<file path="src/rtl/core/utf8sd_pkg.sv">
// shared types and constants for the utf-8 byte stream decoder
// no dependencies
package utf8sd_pkg;

	localparam int unsigned CpWidth = 21;

	localparam logic [CpWidth-1:0] Replacement  = 21'h00FFFD;
	localparam logic [CpWidth-1:0] SurrogateLo  = 21'h00D800;
	localparam logic [CpWidth-1:0] SurrogateHi  = 21'h00DFFF;
	localparam logic [CpWidth-1:0] MaxScalar    = 21'h10FFFF;
	localparam logic [CpWidth-1:0] Min2Byte     = 21'h000080;
	localparam logic [CpWidth-1:0] Min3Byte     = 21'h000800;
	localparam logic [CpWidth-1:0] Min4Byte     = 21'h010000;

	localparam logic [7:0] ContMask  = 8'hC0;
	localparam logic [7:0] ContCode  = 8'h80;
	localparam logic [7:0] ContBits  = 8'h3F;
	localparam logic [7:0] Lead2Mask = 8'hE0;
	localparam logic [7:0] Lead2Code = 8'hC0;
	localparam logic [7:0] Lead3Mask = 8'hF0;
	localparam logic [7:0] Lead3Code = 8'hE0;
	localparam logic [7:0] Lead4Mask = 8'hF8;
	localparam logic [7:0] Lead4Code = 8'hF0;

	typedef struct packed {
		logic [7:0] text_byte;
		logic       end_of_text;
	} byte_beat_t;

	typedef struct packed {
		logic [CpWidth-1:0] code_point;
		logic               last_of_run;
	} cp_beat_t;

	// results of one decoded byte, zero to two
	typedef struct packed {
		logic [1:0] count;
		cp_beat_t   first;
		cp_beat_t   second;
	} dec_res_t;

endpackage

</file>
<file path="src/rtl/core/utf8sd_decode.sv">
// per-byte decode logic and sequence state for the utf-8 decoder
// depends on utf8sd_pkg
module utf8sd_decode (
	input  logic                  clk,
	input  logic                  arst_n,
	input  logic                  fire,
	input  utf8sd_pkg::byte_beat_t beat,
	output utf8sd_pkg::dec_res_t  res
);

	logic [1:0]                      bytes_owed_q;
	logic [1:0]                      sequence_trailing_q;
	logic [utf8sd_pkg::CpWidth-1:0]  partial_value_q;

	logic [1:0]                      owed_d;
	logic [1:0]                      trail_d;
	logic [utf8sd_pkg::CpWidth-1:0]  pv_d;

	logic [7:0]                      b;
	logic                            eot;
	logic                            is_cont;
	logic [utf8sd_pkg::CpWidth-1:0]  pv_shift;
	logic [1:0]                      owed_dec;
	logic [utf8sd_pkg::CpWidth-1:0]  min_val;
	logic                            bad_val;
	logic [utf8sd_pkg::CpWidth-1:0]  checked;
	logic [1:0]                      n;
	logic [utf8sd_pkg::CpWidth-1:0]  cp0;
	logic [utf8sd_pkg::CpWidth-1:0]  cp1;
	logic [utf8sd_pkg::CpWidth-1:0]  lead_cp;
	logic                            lead_emit;

	assign b        = beat.text_byte;
	assign eot      = beat.end_of_text;
	assign is_cont  = (b & utf8sd_pkg::ContMask) == utf8sd_pkg::ContCode;
	assign pv_shift = {partial_value_q[utf8sd_pkg::CpWidth-7:0], 6'b0}
		| {13'b0, b & utf8sd_pkg::ContBits};
	assign owed_dec = bytes_owed_q - 2'd1;

	always_comb begin
		case (sequence_trailing_q)
			2'd1: min_val = utf8sd_pkg::Min2Byte;
			2'd2: min_val = utf8sd_pkg::Min3Byte;
			default: min_val = utf8sd_pkg::Min4Byte;
		endcase
	end

	assign bad_val = (pv_shift < min_val)
		|| ((pv_shift >= utf8sd_pkg::SurrogateLo) && (pv_shift <= utf8sd_pkg::SurrogateHi))
		|| (pv_shift > utf8sd_pkg::MaxScalar);
	assign checked = bad_val ? utf8sd_pkg::Replacement : pv_shift;

	always_comb begin
		owed_d    = bytes_owed_q;
		trail_d   = sequence_trailing_q;
		pv_d      = partial_value_q;
		n         = 2'd0;
		cp0       = utf8sd_pkg::Replacement;
		cp1       = utf8sd_pkg::Replacement;
		lead_cp   = utf8sd_pkg::Replacement;
		lead_emit = 1'b0;
		if ((bytes_owed_q != 2'd0) && is_cont) begin
			pv_d   = pv_shift;
			owed_d = owed_dec;
			if (owed_dec == 2'd0) begin
				n       = 2'd1;
				cp0     = checked;
				owed_d  = 2'd0;
				trail_d = 2'd0;
				pv_d    = '0;
			end else if (eot) begin
				n = 2'd1;
			end
		end else begin
			// lead byte or stray byte, possibly after a cut sequence
			if ((b & 8'h80) == 8'h00) begin
				lead_emit = 1'b1;
				lead_cp   = {13'b0, b};
				owed_d    = 2'd0;
				trail_d   = 2'd0;
				pv_d      = '0;
			end else if ((b & utf8sd_pkg::Lead2Mask) == utf8sd_pkg::Lead2Code) begin
				owed_d    = 2'd1;
				trail_d   = 2'd1;
				pv_d      = {16'b0, b[4:0]};
				lead_emit = eot;
			end else if ((b & utf8sd_pkg::Lead3Mask) == utf8sd_pkg::Lead3Code) begin
				owed_d    = 2'd2;
				trail_d   = 2'd2;
				pv_d      = {17'b0, b[3:0]};
				lead_emit = eot;
			end else if ((b & utf8sd_pkg::Lead4Mask) == utf8sd_pkg::Lead4Code) begin
				owed_d    = 2'd3;
				trail_d   = 2'd3;
				pv_d      = {18'b0, b[2:0]};
				lead_emit = eot;
			end else begin
				lead_emit = 1'b1;
				owed_d    = 2'd0;
				trail_d   = 2'd0;
				pv_d      = '0;
			end
			if (bytes_owed_q != 2'd0) begin
				n   = lead_emit ? 2'd2 : 2'd1;
				cp1 = lead_cp;
			end else begin
				n   = lead_emit ? 2'd1 : 2'd0;
				cp0 = lead_cp;
			end
		end
		if (eot) begin
			owed_d  = 2'd0;
			trail_d = 2'd0;
			pv_d    = '0;
		end
	end

	always_comb begin
		res.count              = n;
		res.first.code_point   = cp0;
		res.first.last_of_run  = (n == 2'd1);
		res.second.code_point  = cp1;
		res.second.last_of_run = 1'b1;
	end

	always_ff @(posedge clk or negedge arst_n) begin
		if (!arst_n) begin
			bytes_owed_q        <= 2'd0;
			sequence_trailing_q <= 2'd0;
			partial_value_q     <= '0;
		end else if (fire) begin
			bytes_owed_q        <= owed_d;
			sequence_trailing_q <= trail_d;
			partial_value_q     <= pv_d;
		end
	end

endmodule

</file>
<file path="src/rtl/core/utf8sd_outq.sv">
// four-entry result queue, takes up to two results a cycle, gives one while cp_stall is low
// depends on utf8sd_pkg
module utf8sd_outq (
	input  logic                  clk,
	input  logic                  arst_n,
	input  logic                  push,
	input  utf8sd_pkg::dec_res_t  res,
	output logic                  room,
	output logic                  cp_valid,
	input  logic                  cp_stall,
	output utf8sd_pkg::cp_beat_t  cp_beat
);

	utf8sd_pkg::cp_beat_t mem_q [4];
	logic [1:0]           wr_q;
	logic [1:0]           rd_q;
	logic [2:0]           count_q;
	logic                 pop;
	logic [1:0]           n_push;
	logic [1:0]           wr_next;

	assign n_push   = push ? res.count : 2'd0;
	assign pop      = cp_valid && !cp_stall;
	assign cp_valid = count_q != 3'd0;
	assign cp_beat  = mem_q[rd_q];
	assign room     = count_q <= 3'd2;
	assign wr_next  = wr_q + 2'd1;

	always_ff @(posedge clk) begin
		if (n_push != 2'd0) begin
			mem_q[wr_q] <= res.first;
		end
		if (n_push == 2'd2) begin
			mem_q[wr_next] <= res.second;
		end
	end

	always_ff @(posedge clk or negedge arst_n) begin
		if (!arst_n) begin
			wr_q    <= 2'd0;
			rd_q    <= 2'd0;
			count_q <= 3'd0;
		end else begin
			wr_q    <= wr_q + n_push;
			rd_q    <= rd_q + {1'b0, pop};
			count_q <= count_q + {1'b0, n_push} - {2'b0, pop};
		end
	end

endmodule

</file>
<file path="src/rtl/core/utf8_byte_stream_decoder_top.sv">
// utf-8 byte stream decoder: one byte in, zero to two code points out
// path: an accepted byte is registered in beat_s1, decoded, then written into the result queue
// throughput: one byte per cycle while each byte gives at most one result and cp_stall is low;
// a byte that gives two results sends both through the single output port, one after the other
// reset: arst_n clears the sequence state, the input valid flag and the result queue
// depends on utf8sd_pkg, utf8sd_decode, utf8sd_outq
module utf8_byte_stream_decoder_top (
	input  logic                  clk,
	input  logic                  arst_n,
	input  logic                  byte_valid,
	output logic                  byte_stall,
	input  utf8sd_pkg::byte_beat_t byte_beat,
	output logic                  cp_valid,
	input  logic                  cp_stall,
	output utf8sd_pkg::cp_beat_t  cp_beat
);

	utf8sd_pkg::byte_beat_t beat_s1;
	logic                   valid_s1;
	logic                   room;
	logic                   fire;
	logic                   accept;
	utf8sd_pkg::dec_res_t   res;

	assign fire       = valid_s1 && room;
	assign byte_stall = valid_s1 && !room;
	assign accept     = byte_valid && !byte_stall;

	always_ff @(posedge clk or negedge arst_n) begin
		if (!arst_n) begin
			valid_s1 <= 1'b0;
		end else begin
			valid_s1 <= accept || (valid_s1 && !fire);
		end
	end

	always_ff @(posedge clk) begin
		if (accept) begin
			beat_s1 <= byte_beat;
		end
	end

	utf8sd_decode u_decode (
		.clk    (clk),
		.arst_n (arst_n),
		.fire   (fire),
		.beat   (beat_s1),
		.res    (res)
	);

	utf8sd_outq u_outq (
		.clk      (clk),
		.arst_n   (arst_n),
		.push     (fire),
		.res      (res),
		.room     (room),
		.cp_valid (cp_valid),
		.cp_stall (cp_stall),
		.cp_beat  (cp_beat)
	);

endmodule

</file>
<file path="config.mk">
export PLATFORM = sky130hd
export DESIGN_NAME = utf8_byte_stream_decoder_top
export DESIGN_NICKNAME = d
export VERILOG_FILES = /design/src/rtl/core/utf8sd_pkg.sv /design/src/rtl/core/utf8sd_decode.sv /design/src/rtl/core/utf8sd_outq.sv /design/src/rtl/core/utf8_byte_stream_decoder_top.sv
export SDC_FILE = /design/constraint.sdc
export NUM_CORES = 1
export LEC_CHECK = 0
export BUFFER_PORTS_ARGS = -buffer_cell sky130_fd_sc_hd__buf_2
export CAP_MARGIN = 0
export CORE_MARGIN = 5
export CORE_UTILIZATION = 55
export CTS_CLUSTER_SIZE = 30
export DETAILED_ROUTE_END_ITERATION = 8
export PLACE_DENSITY = 0.81
export SLEW_MARGIN = 20
export SYNTH_ARGS = -nofsm -noshare
export SYNTH_HDL_FRONTEND = slang
export SYNTH_SLANG_ARGS = --single-unit
</file>
<file path="constraint.sdc">
create_clock -name clk -period 6 [get_ports clk]
set_input_delay 1.2 -clock clk [delete_from_list [all_inputs] [get_ports clk]]
set_output_delay 1.2 -clock clk [all_outputs]
set_load 0.03 [all_outputs]
</file>
==> impl_metrics.toml, run 1 <==
[hold_path]
hp-class = "reg -> reg"
hold_depth = 2

[clocking]
cts_resized = 0
h-tree-depth = 4
clock_sinks = 124
clock_latency_ns = 0.52
cts_tree = "yes"
cts_hold_buf = 0
clk_pin_slew_ns = 0.06
cts_setup_buffers = 0
numCtsBuffers = 17
clk_path_buf_depth = 2
root_buffer = "clkbuf_8"

[placement]
place_inst = 613
numPortBuffers = 36
place_congestion = 0.8875
hpwl_um = 8593

[layout]
multi_input_area_um2 = 2375
nNetsFinal = 520
fin_cells = 645
seq_area_um2 = 3348
drive_gt1_frac = 0.2220
antenna_cells = 0
fillers = 736
syn_to_final_growth_pct = 15.46
final_util = 0.6550

[critical_path]
path_cells = "inv_1 > ha_1 > or4b_1 > o22ai_1 > nand2_2 > o21ai_2 > inv_1 > a21o_1"
cp_slowest_cell = "or4b_1"
cp_slowest_stage_delay_ns = 0.69
cp-end-kind = "flop"
worst-setup-path-type = "reg -> reg"
cp_max_fo = 21
startpoint_type = "flop"
r2r_cells = 8
arrival_ns = 3.86
worst_path_most_repeated_cell = "inv_1"
required_ns = 6.26

[synthesis]
synth_area_per_cell_um2 = 12.79
synth_seq_cells = 124
ys.flop_type = "edfxtp_1"
synth_cells = 462
yosys_warnings = 0
synth_most_common_cell = "edfxtp_1"
synth.area.mux_share = 0.08385
netlist_top_cells_count = "edfxtp_1 (73), o21ai_0 (48), nand2_1 (28), dfrtp_1 (27), dfxtp_1 (24)"
synth_top_family_by_area = "compound AO/OA/AOI/OAI gates"
yosysSeqAreaShare = 0.5666
synth.top_cells.by_area = "edfxtp_1 (37%), dfrtp_1 (11%), mux4_2 (8.4%)"
syn_nets = 486
yosysTopAreaCell = "edfxtp_1"
synth_edf_count = 73
async_reset_ff_frac = 0.2177
synth_xor_area_frac = 0.01037
synth_simple_gate_area_share = 0.09888
synth_compound_area_frac = 0.1817
synth_top_area_share = 0.3710
synthesis.area_um2 = 5909
yosysUniqueCellTypes = 62
synth_fa_ha_area_frac = 0.02456

[detailed_routing]
num_vias = 4200
via_per_inst = 6.512
first_pass_iters = 5
drt_iter0_drc = 444
wirelength_um = 13550
drc = 0
routedWlPerCell_um = 21.01
antenna_left = 0

[grt]
grt_overflow = 0
gr-usage-met3 = 0.05889
track_usage = 0.2229
use_met2 = 0.3616
grt_pass1_vias = 4188
top_usage_layer = "met2"
grt_pass1_wl_um = 22280
grt_max_degree = 28
grt_use_met1 = 0.2960
antenna_found_initial = 0

[sta]
setup_viol = 0
rsz0062_at_grt = "no"
worst_pin_slew_ns = 1.137
min_period_ns = 3.601
fin_worst_skew_ns = 0.008452
max_freq_mhz = 277.7
setup_tns_ns = 0
relSlewSlack = 0.2418
slew_viol_final = 0
finalCritPeriodShare = 0.6002
finalHoldViolations = 0

[floorplan]
die_x_um = 113.7
initial_core_util = 0.5673
pin_count = 37
coreArea_um2 = 10420
die_y_um = 113.7
row_count = 37
dieArea_um2 = 12920

[power_and_ir_drop]
worst_ir_drop_vdd_v = 0.0003342
leakagePower_nw = 2.675
p_per_area_nw_per_um2 = 584.7

[status]
outcome = "finished clean"

[job]
cap_violations = 0
==> power by group <==
group / total [W] / leakage (nW) / internal [W] / switching (W)
Clock: 0.00110 / 0.307 / 0.000720 / 0.000381
Sequential: 0.00135 / 1.23 / 0.00119 / 0.000164
Combinational: 0.00154 / 1.13 / 0.000525 / 0.00101
==> worst max-delay path: cells and delay by family (launching register included) <==
kind / cells / cell delay, ns
DFF: 1 / 0.35
AOI/OAI and AO/OA: 3 / 1.19
adders and majority gates: 1 / 0.35
buffers and inverters: 2 / 0.52
and+or+nand+nor: 2 / 0.92
==> placed cells by master (no fill, tap or decap), types with 5 or more instances in the layout <==
cell type  netlist  layout
a21o_1          21      21
a21oi_1          9       9
a22o_1          16      16
buf_2            5      36
bufinv_16        0       5
clkbuf_16        0      16
clkinv_4         0       5
dfrtp_1         27      27
dfxtp_1         24      24
edfxtp_1        73      73
ha_1            10      10
inv_1           23      23
mux4_2          22      22
nand2_1         28      28
nand2b_1         6       6
nand3_1          5       5
nand4_1          7       7
nor2_1          12      12
nor2b_1          5       5
nor3_1          15      12
o21ai_0         48      48
o22ai_1         14      14
o2bb2ai_1       11      11
==> cells by family (layout without fill, tap and decap cells) <==
family,after synthesis,after routing
multiplexers,22,22
flip-flops,124,124
buffers and inverters,48,95
adder cells (fa/ha/maj),11,11
AO/OA/AOI/OAI,147,147
XOR/XNOR,7,7
AND/OR/NAND/NOR,103,103
==> final cells by class <==
class | count | area share
Clock buffer | 19 | 0.06180
Clock inverter | 13 | 0.03154
Inverter | 24 | 0.01320
Multi-Input combinational cell | 290 | 0.3481
Sequential cell | 124 | 0.4907
Tap cell | 136 | 0.02494
Timing Repair Buffer | 39 | 0.02971
==> routing by layer <==
metal | part of all wire | up-vias | routed length [µm]
met5 | 0 | - | 0
met3 | 0.089 | 31 | 1203
li1 | - | 1877 | -
met1 | 0.39 | 2059 | 5347
met2 | 0.50 | 233 | 6780
met4 | 0.016 | 0 | 218
==> final timing paths <==
| kind | start | endpoint | slack [ns] |
|---|---|---|---|
| max | u_decode.bytes_owed_q[0]$_DFFE_PN0P_ | u_outq.mem_q[0][6]$_DFFE_PP_ | 2.40 |
| max reg2reg | u_decode.bytes_owed_q[0]$_DFFE_PN0P_ | u_outq.mem_q[0][6]$_DFFE_PP_ | 2.40 |
| min | u_outq.mem_q[1][17]$_SDFFE_PP0N_ | u_outq.mem_q[1][17]$_SDFFE_PP0N_ | 0.46 |
| min reg2reg | u_outq.mem_q[1][17]$_SDFFE_PP0N_ | u_outq.mem_q[1][17]$_SDFFE_PP0N_ | 0.46 |
| min in group asynchronous | arst_n | u_decode.bytes_owed_q[1]$_DFFE_PN0P_ | 0.70 |
| max in group asynchronous | arst_n | u_decode.partial_value_q[7]$_DFFE_PN0P_ | 4.88 |
==> metrics by stage <==
step	instance area, µm²	hold slack [ns]	power, W	worst slack [ns]
2_1_floorplan	5909	0.4199	0.002527	3.155
3_3_place_gp	6181	0.4319	0.002822	2.670
3_5_place_dp	6181	0.4449	0.002880	2.531
4_1_cts	6818	0.4626	0.003985	2.461
5_1_grt	6823	0.4832	0.004197	2.112
6_report	6823	0.4613	0.003989	2.399
==> registers in the layout (all words and copies together) (netlist names), 2 cells and up <==
name and count:
u_decode.partial_value_q 15, u_decode.sequence_trailing_q 2, u_outq.rd_q 2, u_outq.mem_q 88, u_outq.count_q 3, u_decode.bytes_owed_q 2
beat_s1 9, u_outq.wr_q 2
(Power assumes the default switching activity.)
==> run 2: changes to the inputs <==
==> constraint.sdc (replaced) <==
create_clock -name clk -period 3.4 [get_ports clk]
set_input_delay 0.68 -clock clk [delete_from_list [all_inputs] [get_ports clk]]
set_output_delay 0.68 -clock clk [all_outputs]
set_load 0.03 [all_outputs]
==> impl_metrics.toml, run 2 (synthesized netlist as in run 1, its figures left out) <==
[detailed_routing]
top_layer = "met4"
wirelength_um = 13040
routedWlPerCell_um = 19.88
wl_met3_um = 982
antenna_left = 0
via_per_inst = 6.322
met1_length_um = 5368
first_pass_iters = 5
drc = 0
drt_iter0_drc = 529
num_vias = 4147
met2_length_um = 6459

[clocking]
numCtsBuffers = 17
cts_tree = "yes"
cts_resized = 0
clk_pin_slew_ns = 0.06
clk_path_buf_depth = 2
cts_hold_buf = 0
h-tree-depth = 4
cts_setup_buffers = 0
clock_latency_ns = 0.52
clock_sinks = 124
root_buffer = "clkbuf_8"

[status]
outcome = "finished clean"

[layout]
mostFrequentLayoutCells = "edfxtp_1 (73), o21ai_0 (48), buf_2 (36), nand2_1 (28), dfrtp_1 (27)"
largest_register_ffs = 88
drive_gt1_frac = 0.2385
syn_to_final_growth_pct = 16.07
antenna_cells = 0
final_util = 0.6585
largest-register = "u_outq.mem_q"
final_common_cell = "edfxtp_1"
nNetsFinal = 531
top_regs = "u_outq.mem_q x88, u_decode.partial_value_q x15, beat_s1 x9"
fin_cells = 656

[floorplan]
die_x_um = 113.7
coreArea_um2 = 10420
dieArea_um2 = 12920
pin_count = 37
initial_core_util = 0.5673
row_count = 37
die_y_um = 113.7

[grt]
grt_pass1_vias = 4199
grt_pass1_wl_um = 21580
antenna_found_initial = 0
grt_max_degree = 28
grt_overflow = 0
track_usage = 0.2152

[sta]
finalCritPeriodShare = 0.9036
worst_pin_slew_ns = 0.7771
setup_viol = 0
relSlewSlack = 0.4819
slew_viol_final = 0
setup_tns_ns = 0
fin_worst_skew_ns = 0.007964
finalHoldViolations = 0
max_freq_mhz = 325.5
min_period_ns = 3.072
rsz0062_at_grt = "no"

[critical_path]
required_ns = 3.78
cp-end-kind = "flop"
arrival_ns = 3.46
path_cells = "inv_1 > ha_1 > inv_1 > ha_1 > nor2b_1 > a21boi_0 > nand2_1 > a22oi_2 > a21o_1"
startpoint_type = "flop"
cp_max_fo = 12
worst-setup-path-type = "reg -> reg"
cp_slowest_cell = "a21boi_0"
cp_slowest_stage_delay_ns = 0.44

[placement]
numPortBuffers = 36
hpwl_um = 8822
place_congestion = 0.9028
place_inst = 624

[power_and_ir_drop]
worst_ir_drop_vdd_v = 0.0006123
power_w = 0.006919
leakagePower_nw = 2.721
p_per_area_nw_per_um2 = 1009

[hold_path]
hp-class = "in -> async"

[job]
cap_violations = 0
run 2: final timing paths:
check                      slack [ns]  depth (start not counted)                                        to                                 start
max                              0.33                          9              u_outq.mem_q[2][3]$_DFFE_PP_  u_decode.bytes_owed_q[0]$_DFFE_PN0P_
min                              0.17                          1   u_decode.partial_value_q[4]$_DFFE_PN0P_                                arst_n
max reg2reg                      0.33                          9              u_outq.mem_q[2][3]$_DFFE_PP_  u_decode.bytes_owed_q[0]$_DFFE_PN0P_
min reg2reg                      0.47                          1          u_outq.mem_q[2][18]$_SDFFE_PP0N_      u_outq.mem_q[2][18]$_SDFFE_PP0N_
max in group asynchronous        2.82                          1  u_decode.partial_value_q[13]$_DFFE_PN0P_                                arst_n
min in group clk                 0.33                          1                      beat_s1[7]$_DFFE_PP_                          byte_beat[7]
run 2: area by class of cell:
| cell class | instances | area (µm²) |
|---|---|---|
| Sequential cell | 124 | 3348 |
| Multi-Input combinational cell | 290 | 2370 |
| Inverter | 24 | 90.09 |
| Fill cell | 747 | 3557 |
| Timing Repair Buffer | 50 | 285.3 |
| Tap cell | 136 | 170.2 |
| Clock buffer | 21 | 493.0 |
| Clock inverter | 11 | 102.6 |
run 2: worst max-delay path, delay by kind of cell, from the launching register on:
family,cells,cell delay (ns)
AO/OA/AOI/OAI,3,0.98
adder cells (fa/ha/maj),2,0.76
AND/OR/NAND/NOR,2,0.56
flip-flops,1,0.38
buffers and inverters,2,0.25
run 2: metrics by stage:
step                      setup slack [ns]  hold slack (ns)  cell area [µm²]
after floorplan                     0.6768           0.3844             5909
after global placement              0.5168           0.4318             6264
after detailed placement            0.4059           0.4436             6264
after CTS                           0.3732           0.1834             6859
after global routing                0.1073           0.2117             6859
final                               0.3277           0.1741             6859
run 2: report_power, final:
group / internal (W) / switching (W) / total (W)
combinational: 0.000990 / 0.00184 / 0.00283
sequential: 0.00209 / 0.000226 / 0.00232
clock: 0.00111 / 0.000665 / 0.00177
run 2: per-layer routing:
metal | vias up | GRT usage
li1 | 1895 | -
met1 | 2032 | 0.2810
met2 | 196 | 0.3451
met3 | 24 | 0.05995
met4 | 0 | 0.08013
met5 | - | 0
==> run 3: changes to the inputs <==
--- a/config.mk
+++ b/config.mk
@@ -7,11 +7,13 @@
 export LEC_CHECK = 0
 export BUFFER_PORTS_ARGS = -buffer_cell sky130_fd_sc_hd__buf_2
 export CAP_MARGIN = 0
+export CELL_PAD_IN_SITES_DETAIL_PLACEMENT = 1
+export CELL_PAD_IN_SITES_GLOBAL_PLACEMENT = 2
 export CORE_MARGIN = 5
-export CORE_UTILIZATION = 55
+export CORE_UTILIZATION = 42
 export CTS_CLUSTER_SIZE = 30
 export DETAILED_ROUTE_END_ITERATION = 8
-export PLACE_DENSITY = 0.81
+export PLACE_DENSITY = 0.87
 export SLEW_MARGIN = 20
 export SYNTH_ARGS = -nofsm -noshare
 export SYNTH_HDL_FRONTEND = slang
==> impl_metrics.toml, run 3 (synthesized netlist as in run 1, its figures left out) <==
[layout]
stdcell_area_um2 = 7009
seq_area_um2 = 3348
fillers = 1378
syn_to_final_growth_pct = 18.61
mostFrequentLayoutCells = "edfxtp_1 (73), o21ai_0 (48), buf_2 (36), nand2_1 (28), dfrtp_1 (27)"
largest-register = "u_outq.mem_q"
nNetsFinal = 532
antenna_cells = 0
drive_gt1_frac = 0.2399
top_regs = "u_outq.mem_q x88, u_decode.partial_value_q x15, beat_s1 x9"
final_common_cell = "edfxtp_1"
largest_register_ffs = 88
multi_input_area_um2 = 2370

[critical_path]
cp_slowest_cell = "or4b_1"
reg2reg_to = "u_outq.mem_q[2][3]$_DFFE_PP_"
cp-end-kind = "flop"
arrival_ns = 3.25
worst-setup-path-type = "reg -> reg"
path_cells = "inv_1 > ha_1 > or4b_1 > o22a_1 > buf_4 > nor2_4 > a21o_2 > inv_2 > a21o_1"
r2r_start = "u_decode.bytes_owed_q[0]$_DFFE_PN0P_"
r2r_slack_ns = 0.32
cp_max_fo = 21
crit_buf_inv = 3
cp_slowest_stage_delay_ns = 0.69
required_ns = 3.57
startpoint_type = "flop"
crit_family = "simple AND/OR/NAND/NOR gates"
r2r_cells = 9

[clocking]
clock_latency_ns = 0.42
cts_setup_buffers = 0
clk_path_buf_depth = 2
cts_tree = "yes"
root_buffer = "clkbuf_16"
clock_sinks = 124
clk_pin_slew_ns = 0.06
numCtsBuffers = 17
cts_resized = 0
h-tree-depth = 4
cts_hold_buf = 0

[floorplan]
row_count = 43
initial_core_util = 0.4274
pin_count = 37
coreArea_um2 = 13830
die_y_um = 128.6
dieArea_um2 = 16540
die_x_um = 128.6

[power_and_ir_drop]
leakagePower_nw = 2.737
worst_ir_drop_vdd_v = 0.0006801
p_per_area_nw_per_um2 = 1038

[sta]
max_freq_mhz = 325.0
finalHoldViolations = 0
worst_pin_slew_ns = 0.8865
setup_tns_ns = 0
rsz0062_at_grt = "no"
fin_worst_skew_ns = 0.004825
finalCritPeriodShare = 0.9051
relSlewSlack = 0.4090
slew_viol_final = 0
min_period_ns = 3.077
setup_viol = 0

[job]
cap_violations = 0

[detailed_routing]
via_per_inst = 5.879
drc = 0
routedWlPerCell_um = 21.93
antenna_left = 0
first_pass_iters = 4
num_vias = 4121
drt_iter0_drc = 244
wirelength_um = 15370

[hold_path]
hp-class = "in -> async"

[grt]
track_usage = 0.1963
grt_max_degree = 28
grt_pass1_wl_um = 24870
grt_overflow = 0
grt_pass1_vias = 4434
antenna_found_initial = 0

[placement]
dpl_cell_area_um2 = 6364
numPortBuffers = 36
place_congestion = 0.8091
hpwl_um = 10360

[status]
outcome = "finished clean"
[run 3: cell types whose count changed in the layout (fill, tap and decap cells not counted), sizes merged]
cell	previous run	this run
bufinv	1	5
clkinv	7	3
clkinvlp	0	4
clkbuf	21	18
buf	50	51
inv	27	26
[run 3: worst max-delay path by stage]
stage | startpoint | to | slack (ns) | cells after the start
6_report | u_decode.bytes_owed_q[0]$_DFFE_PN0P_ | u_outq.mem_q[2][3]$_DFFE_PP_ | 0.32 | 9
4_1_cts | u_decode.bytes_owed_q[0]$_DFFE_PN0P_ | u_outq.mem_q[2][3]$_DFFE_PP_ | 0.32 | 9
3_3_place_gp | u_decode.bytes_owed_q[0]$_DFFE_PN0P_ | u_outq.mem_q[1][1]$_DFFE_PP_ | 0.49 | 8
3_5_place_dp | u_decode.bytes_owed_q[0]$_DFFE_PN0P_ | u_outq.mem_q[2][1]$_DFFE_PP_ | 0.34 | 9
5_1_grt | u_decode.bytes_owed_q[0]$_DFFE_PN0P_ | u_outq.mem_q[2][1]$_DFFE_PP_ | 0.13 | 9
2_1_floorplan | u_decode.bytes_owed_q[0]$_DFFE_PN0P_ | u_outq.mem_q[0][10]$_DFFE_PP_ | 0.68 | 10
[run 3: power breakdown]
group | leakage [nW] | internal [W] | total [W] | switching, W
Combinational | 1.20 | 0.00104 | 0.00292 | 0.00189
Sequential | 1.23 | 0.00209 | 0.00237 | 0.000276
Clock | 0.303 | 0.00130 | 0.00198 | 0.000682
[run 3: layout make-up]
type                       count  share of cell area
multi-input combinational    290              0.3381
tap                          180             0.03213
inverter                      24             0.01285
timing repair buffer          51             0.04713
clock inverter                14             0.03088
clock buffer                  18             0.06123
sequential                   124              0.4777
[run 3: routing by layer]
metal / wire, µm / track usage
met5: 0 / 0
met4: 320 / 0.06238
met3: 832 / 0.05687
met2: 7572 / 0.3264
met1: 6645 / 0.2489
[run 3: per-stage QoR]
step | power [W] | setup WS [ns] | cells | hold WS [ns] | util
after floorplan | 0.004459 | 0.6768 | 462 | 0.3844 | -
final | 0.007275 | 0.3228 | 701 | 0.2871 | 0.5069
after detailed placement | 0.005319 | 0.3427 | 669 | 0.4506 | 0.4602
after global routing | 0.007651 | 0.1304 | 701 | 0.3453 | 0.5069
after global placement | 0.005195 | 0.4914 | 669 | 0.4310 | 0.4602
after CTS | 0.007340 | 0.3209 | 701 | 0.3057 | 0.5069
[run 3: worst register-to-register path, cell delays in order, from the launching register on]
cell and delay, ns:
dfrtp_1 0.35, inv_1 0.07, ha_1 0.33, or4b_1 0.70, o22a_1 0.30, buf_4 0.21, nor2_4 0.18, a21o_2 0.21
inv_2 0.22, a21o_1 0.25
